**src/hw/rtl/central_difference_gradient_magnitude_core_assert.svh**
```systemverilog
// assertion macros shared by the gradient magnitude rtl
// each macro takes a label, clock, synchronous reset, a condition and a check
`ifndef CENTRAL_DIFFERENCE_GRADIENT_MAGNITUDE_CORE_ASSERT_SVH
`define CENTRAL_DIFFERENCE_GRADIENT_MAGNITUDE_CORE_ASSERT_SVH

`ifndef SYNTHESIS
// check holds in the same cycle as the condition
`define CDGM_ASSERT_IMPLY(name, clk, rst, cond, expr) \
   name: assert property (@(posedge clk) disable iff (rst) (cond) |-> (expr)) \
      else $error("cdgm same-cycle check failed");
// check holds in the cycle after the condition
`define CDGM_ASSERT_NEXT(name, clk, rst, cond, expr) \
   name: assert property (@(posedge clk) disable iff (rst) (cond) |=> (expr)) \
      else $error("cdgm next-cycle check failed");
`else
`define CDGM_ASSERT_IMPLY(name, clk, rst, cond, expr)
`define CDGM_ASSERT_NEXT(name, clk, rst, cond, expr)
`endif

`endif

```
**src/hw/rtl/cdgm_pkg.sv**
```systemverilog
package cdgm_pkg;

   // sizes
   localparam int MAX_WIDTH_DEFAULT = 1024;
   localparam int PIXEL_BITS        = 8;
   localparam int ROOT_BITS         = 9;
   localparam int WIDTH_BITS        = 11;
   localparam int HEIGHT_BITS       = 13;
   localparam int THRESH_BITS       = 8;
   localparam int CSR_ADDR_BITS     = 4;
   localparam int CSR_DATA_BITS     = 32;

   // register reset values
   localparam logic [WIDTH_BITS-1:0]  WIDTH_RESET  = 11'd640;
   localparam logic [HEIGHT_BITS-1:0] HEIGHT_RESET = 13'd480;
   localparam logic [THRESH_BITS-1:0] THRESH_RESET = 8'd0;

   // largest possible output magnitude
   localparam logic [PIXEL_BITS-1:0] MAG_MAX = 8'd180;

   // input word kinds
   localparam logic ACTION_PIXEL = 1'b0;
   localparam logic ACTION_DRAIN = 1'b1;

   // register indexes on the csr port
   typedef enum logic [1:0] {
      REG_IMAGE_WIDTH         = 2'd0,
      REG_IMAGE_HEIGHT        = 2'd1,
      REG_MAGNITUDE_THRESHOLD = 2'd2
   } cdgm_reg_index_type;

endpackage

```
**src/hw/rtl/cdgm_root_unit.sv**
```systemverilog
`include "central_difference_gradient_magnitude_core_assert.svh"

module cdgm_root_unit (
   input  logic                             clock,
   input  logic                             reset,
   input  logic                             start,
   input  logic [cdgm_pkg::PIXEL_BITS-1:0]  dx_abs,
   input  logic [cdgm_pkg::PIXEL_BITS-1:0]  dy_abs,
   output logic                             done,
   output logic [cdgm_pkg::ROOT_BITS-1:0]   root
);
   import cdgm_pkg::*;

   localparam int SQ_BITS  = 2 * PIXEL_BITS;
   localparam int RAD_BITS = SQ_BITS + 1;

   typedef enum logic [1:0] {
      U_IDLE,
      U_SQUARE,
      U_SUM,
      U_ITER
   } unit_state_type;

   unit_state_type state_ff, state_in;
   logic done_ff, done_in;

   logic [PIXEL_BITS-1:0] ax_ff, ax_in;
   logic [PIXEL_BITS-1:0] ay_ff, ay_in;
   logic [SQ_BITS-1:0]    sqx_ff, sqx_in;
   logic [SQ_BITS-1:0]    sqy_ff, sqy_in;
   logic [RAD_BITS-1:0]   rem_ff, rem_in;
   logic [RAD_BITS-1:0]   res_ff, res_in;
   logic [RAD_BITS-1:0]   bit_ff, bit_in;

   logic [RAD_BITS:0]     trial;
   logic                  fits;

   // one result bit per iteration
   assign trial = {1'b0, res_ff} + {1'b0, bit_ff};
   assign fits  = {1'b0, rem_ff} >= trial;

   always_comb begin
      state_in = state_ff;
      done_in  = 1'b0;
      ax_in    = ax_ff;
      ay_in    = ay_ff;
      sqx_in   = sqx_ff;
      sqy_in   = sqy_ff;
      rem_in   = rem_ff;
      res_in   = res_ff;
      bit_in   = bit_ff;
      unique case (state_ff)
         U_IDLE: begin
            if (start) begin
               ax_in    = dx_abs;
               ay_in    = dy_abs;
               state_in = U_SQUARE;
            end
         end
         U_SQUARE: begin
            sqx_in   = ax_ff * ax_ff;
            sqy_in   = ay_ff * ay_ff;
            state_in = U_SUM;
         end
         U_SUM: begin
            rem_in   = {1'b0, sqx_ff} + {1'b0, sqy_ff};
            res_in   = '0;
            bit_in   = RAD_BITS'(1) << (RAD_BITS - 1);
            state_in = U_ITER;
         end
         U_ITER: begin
            if (fits) begin
               rem_in = rem_ff - trial[RAD_BITS-1:0];
               res_in = (res_ff >> 1) + bit_ff;
            end else begin
               res_in = res_ff >> 1;
            end
            bit_in = bit_ff >> 2;
            if (bit_ff[0]) begin
               done_in  = 1'b1;
               state_in = U_IDLE;
            end
         end
         default: begin
            state_in = U_IDLE;
         end
      endcase
   end

   // state and done flag
   always_ff @(posedge clock) begin
      if (reset) begin
         state_ff <= U_IDLE;
         done_ff  <= 1'b0;
      end else begin
         state_ff <= state_in;
         done_ff  <= done_in;
      end
   end

   // datapath
   always_ff @(posedge clock) begin
      ax_ff  <= ax_in;
      ay_ff  <= ay_in;
      sqx_ff <= sqx_in;
      sqy_ff <= sqy_in;
      rem_ff <= rem_in;
      res_ff <= res_in;
      bit_ff <= bit_in;
   end

   assign done = done_ff;
   assign root = res_ff[ROOT_BITS-1:0];

   `CDGM_ASSERT_IMPLY(a_start_when_idle, clock, reset, start, state_ff == U_IDLE)
   `CDGM_ASSERT_IMPLY(a_bit_onehot, clock, reset, state_ff == U_ITER, $onehot(bit_ff))
   `CDGM_ASSERT_NEXT(a_done_single, clock, reset, done_ff, !done_ff)

endmodule

```
**config.mk**
```make
export PLATFORM = sky130hd
export DESIGN_NAME = cdgm_root_unit
export DESIGN_NICKNAME = d
export VERILOG_FILES = /design/src/hw/rtl/cdgm_pkg.sv /design/src/hw/rtl/cdgm_root_unit.sv
export VERILOG_INCLUDE_DIRS = /design/src /design/src/hw/rtl
export SDC_FILE = /design/constraint.sdc
export NUM_CORES = 1
export LEC_CHECK = 0
export ABC_AREA = 1
export BUFFER_PORTS_ARGS = -buffer_cell sky130_fd_sc_hd__buf_2
export CAP_MARGIN = 20
export CORE_ASPECT_RATIO = 0.75
export CORE_MARGIN = 3
export CORE_UTILIZATION = 35
export DETAILED_ROUTE_END_ITERATION = 10
export PLACE_DENSITY_LB_ADDON = 0.12
export SYNTH_ARGS = -nofsm -noshare
export SYNTH_HDL_FRONTEND = slang
export SYNTH_SLANG_ARGS = --single-unit
```
**constraint.sdc**
```tcl
create_clock -name clock -period 5.65 [get_ports clock]
set_clock_uncertainty 0.15 [all_clocks]
set_input_delay 1.695 -clock clock [delete_from_list [all_inputs] [get_ports clock]]
set_output_delay 1.695 -clock clock [all_outputs]
set_load 0.03 [all_outputs]
```
==> results.md <==
- Status: complete, no violations
- Initial antenna violation count: 0
- Post-CTS sizing: 0
- Post-synth cell types: 44
- Final hold vios: 0
- Max-cap viol count: 0
- Most frequent cell after synthesis: nand2_1
- Drt drc: 0
- First-pass GRT wire length: 38.6 mm
- Largest net degree at the start of global routing: 37
- TritonCTS clock tree: yes
- Max Freq: ~0.22 GHz
- Commonest register cell after synthesis: edfxtp_1
- Full die area: 0.0292 mm^2
- Synthesized flop and latch total: between 90 and 100
- Via Count: 7357
- Total GRT Usage: 0.168
- Slew HR: 0.563
- Total CTS buffers: 9
- Clock Root Buffer: clkbuf_16
- Layout net count: between 1000 and 1500
- Worst slew pin tran: 0.654 ns
- Min Tclk post-route: 4.58 ns
- Synth Net Count: 1365
- Post-synth EDFFs: 89
- Postcts setup bufs: 0
- Inserted Diodes: 0
- Synth top area share: 0.281
- Drt pass-1 iters: 5
- Number of port buffers: 28
- Placer Congestion: 0.853
- Number of global-route vias before repair: 7050
- DIE WIDTH: 196 um
- Die Y-Extent: between 100 and 150 um
- # IOs: 29
- Mapped cell area: 0.00952 mm^2
- GRT overflow: 0
- Worst-Skew Late Latency: about 0.36 ns
- Startpoint Class: flop
- Clock Path Buffers: 2
- Synth cell count leaders: nand2_1, inv_1, ha_1
- Clk slew on worst S/H paths: ~0.070 ns
- CP Data Arrival Time: 4.53 ns
- Row cnt: between 50 and 60
- Register area share after synthesis: 0.287
- H-tree depth reported by CTS: 3
- Routed vias/inst: 4.77
- Layout cells sized above 1: 0.0567
- Synth area leader: edfxtp_1
- Syn avg cell area: 8.05 um^2
- Final Max Tran Viols: 0
- TNS Setup: 0 ns
- Critical Path RT: around 5.6 ns
- Finish-stage setup viols: 0
- CP max FO: 10
- Sinks on Clock Net: around 90
- Hold buffers post-CTS: 0
- YS warnings: 0
- Routed WL: around 23 mm
- Detailed Place HPWL: approximately 19 mm
- RSZ-0062 raised after global routing: false
- Mapped Cells: 1183
- Post-layout worst setup margin: 1.07 ns
- Area growth syn-to-layout: 7.77%
- Pre-CTS setup slack: 1.09 ns
- Critical path class: reg -> reg
- Initial drt markers: 555
- Routed WL per cell: between 15 and 20 um
- Setup crit end kind: flop
- Synth top area cells: edfxtp_1, ha_1, nand2_1, fa_1, inv_1
- Crit share post-route: 0.810
- Starting Density: 0.361
- Ys async rst share: 0
- Core Area: 0.0264 mm^2
- Post-DRT Antenna Nets: 0
- Hold/Removal Path Class: reg -> reg
[worst max-delay path, cell delays in order, from the launching register on]
cell,delay (ns)
edfxtp_1,0.58
nand2_1,0.16
xor2_1,0.22
ha_1,0.20
a31oi_1,0.23
fa_1,0.50
fa_1,0.52
fa_1,0.54
inv_1,0.04
ha_1,0.33
a21oi_1,0.20
o21ai_0,0.13
a21oi_1,0.19
nand3b_1,0.13
nand2_1,0.06
xor2_1,0.14
[area by class of cell]
class / instances / area, um^2
Clock buffer: 10 / 239
Clock inverter: 6 / 62.6
Fill cell: 2738 / 16100
Inverter: 204 / 766
Multi-Input combinational cell: 854 / 5850
Sequential cell: 92 / 2730
Tap cell: 344 / 430
Timing Repair Buffer: 33 / 178
[state kept, by name, indices dropped and copies added (netlist names), 2 cells and up]
name and flops:
state_ff 2, res_ff 17, bit_ff 9, sqx_ff 15, sqy_ff 15, ay_ff 8
rem_ff 17, ax_ff 8
[per-stage QoR]
stage                     utilization  hold slack (ns)  cell area, um^2  std cells
after floorplan                     -            0.274             9520       1183
after detailed placement        0.378            0.426             9960       1527
final                           0.389            0.437            10300       1543
after global placement          0.378            0.417             9960       1527
after global routing            0.389            0.483            10300       1543
after CTS                       0.389            0.437            10300       1543
[layout by cell type (no fill, tap or decap), types with 4 or more instances in the layout]
| master | n |
|---|---|
| a21o_1 | 8 |
| a21oi_1 | 83 |
| a31oi_1 | 4 |
| buf_2 | 28 |
| buf_4 | 5 |
| clkbuf_16 | 9 |
| edfxtp_1 | 89 |
| fa_1 | 49 |
| ha_1 | 114 |
| inv_1 | 202 |
| nand2_1 | 287 |
| nand2_2 | 5 |
| nand3_1 | 70 |
| nor2_1 | 62 |
| nor2_2 | 4 |
| nor3_1 | 13 |
| o21ai_0 | 43 |
| o21bai_1 | 6 |
| xnor2_1 | 25 |
| xor2_1 | 45 |
[cell families after synthesis]
group	after synthesis	synth area share
flops	92	0.287
buf+inv	237	0.0983
compound gates	164	0.0956
mux	1	0.00105
simple gates	456	0.201
xor+xnor	70	0.0644
fa+ha+maj	163	0.253
[routing by layer]
metal | part of all wire | track usage | wire length, um | vias to the layer above
met5 | 0 | 0 | 0 | -
met4 | 0.0082 | 0.0314 | 192 | 0
met3 | 0.053 | 0.0291 | 1240 | 11
met2 | 0.34 | 0.205 | 7920 | 129
met1 | 0.60 | 0.292 | 13900 | 3366
li1 | - | - | - | 3851
[path summary, 6_finish.rpt]
path | endpoint | startpoint | slack (ns) | cells after the start
worst max-delay path | sqx_ff[13]$_DFFE_PN_ | ax_ff[1]$_DFFE_PP_ | 1.07 | 15
worst min-delay path | state_ff[1]$_SDFFE_PP0P_ | state_ff[1]$_SDFFE_PP0P_ | 0.44 | 2
worst max register to register | sqx_ff[13]$_DFFE_PN_ | ax_ff[1]$_DFFE_PP_ | 1.07 | 15
worst min register to register | state_ff[1]$_SDFFE_PP0P_ | state_ff[1]$_SDFFE_PP0P_ | 0.44 | 2
Power is left out: the tool's default activity adds up to more than one toggle a clock period on the data nets, which glitch-free logic cannot reach.
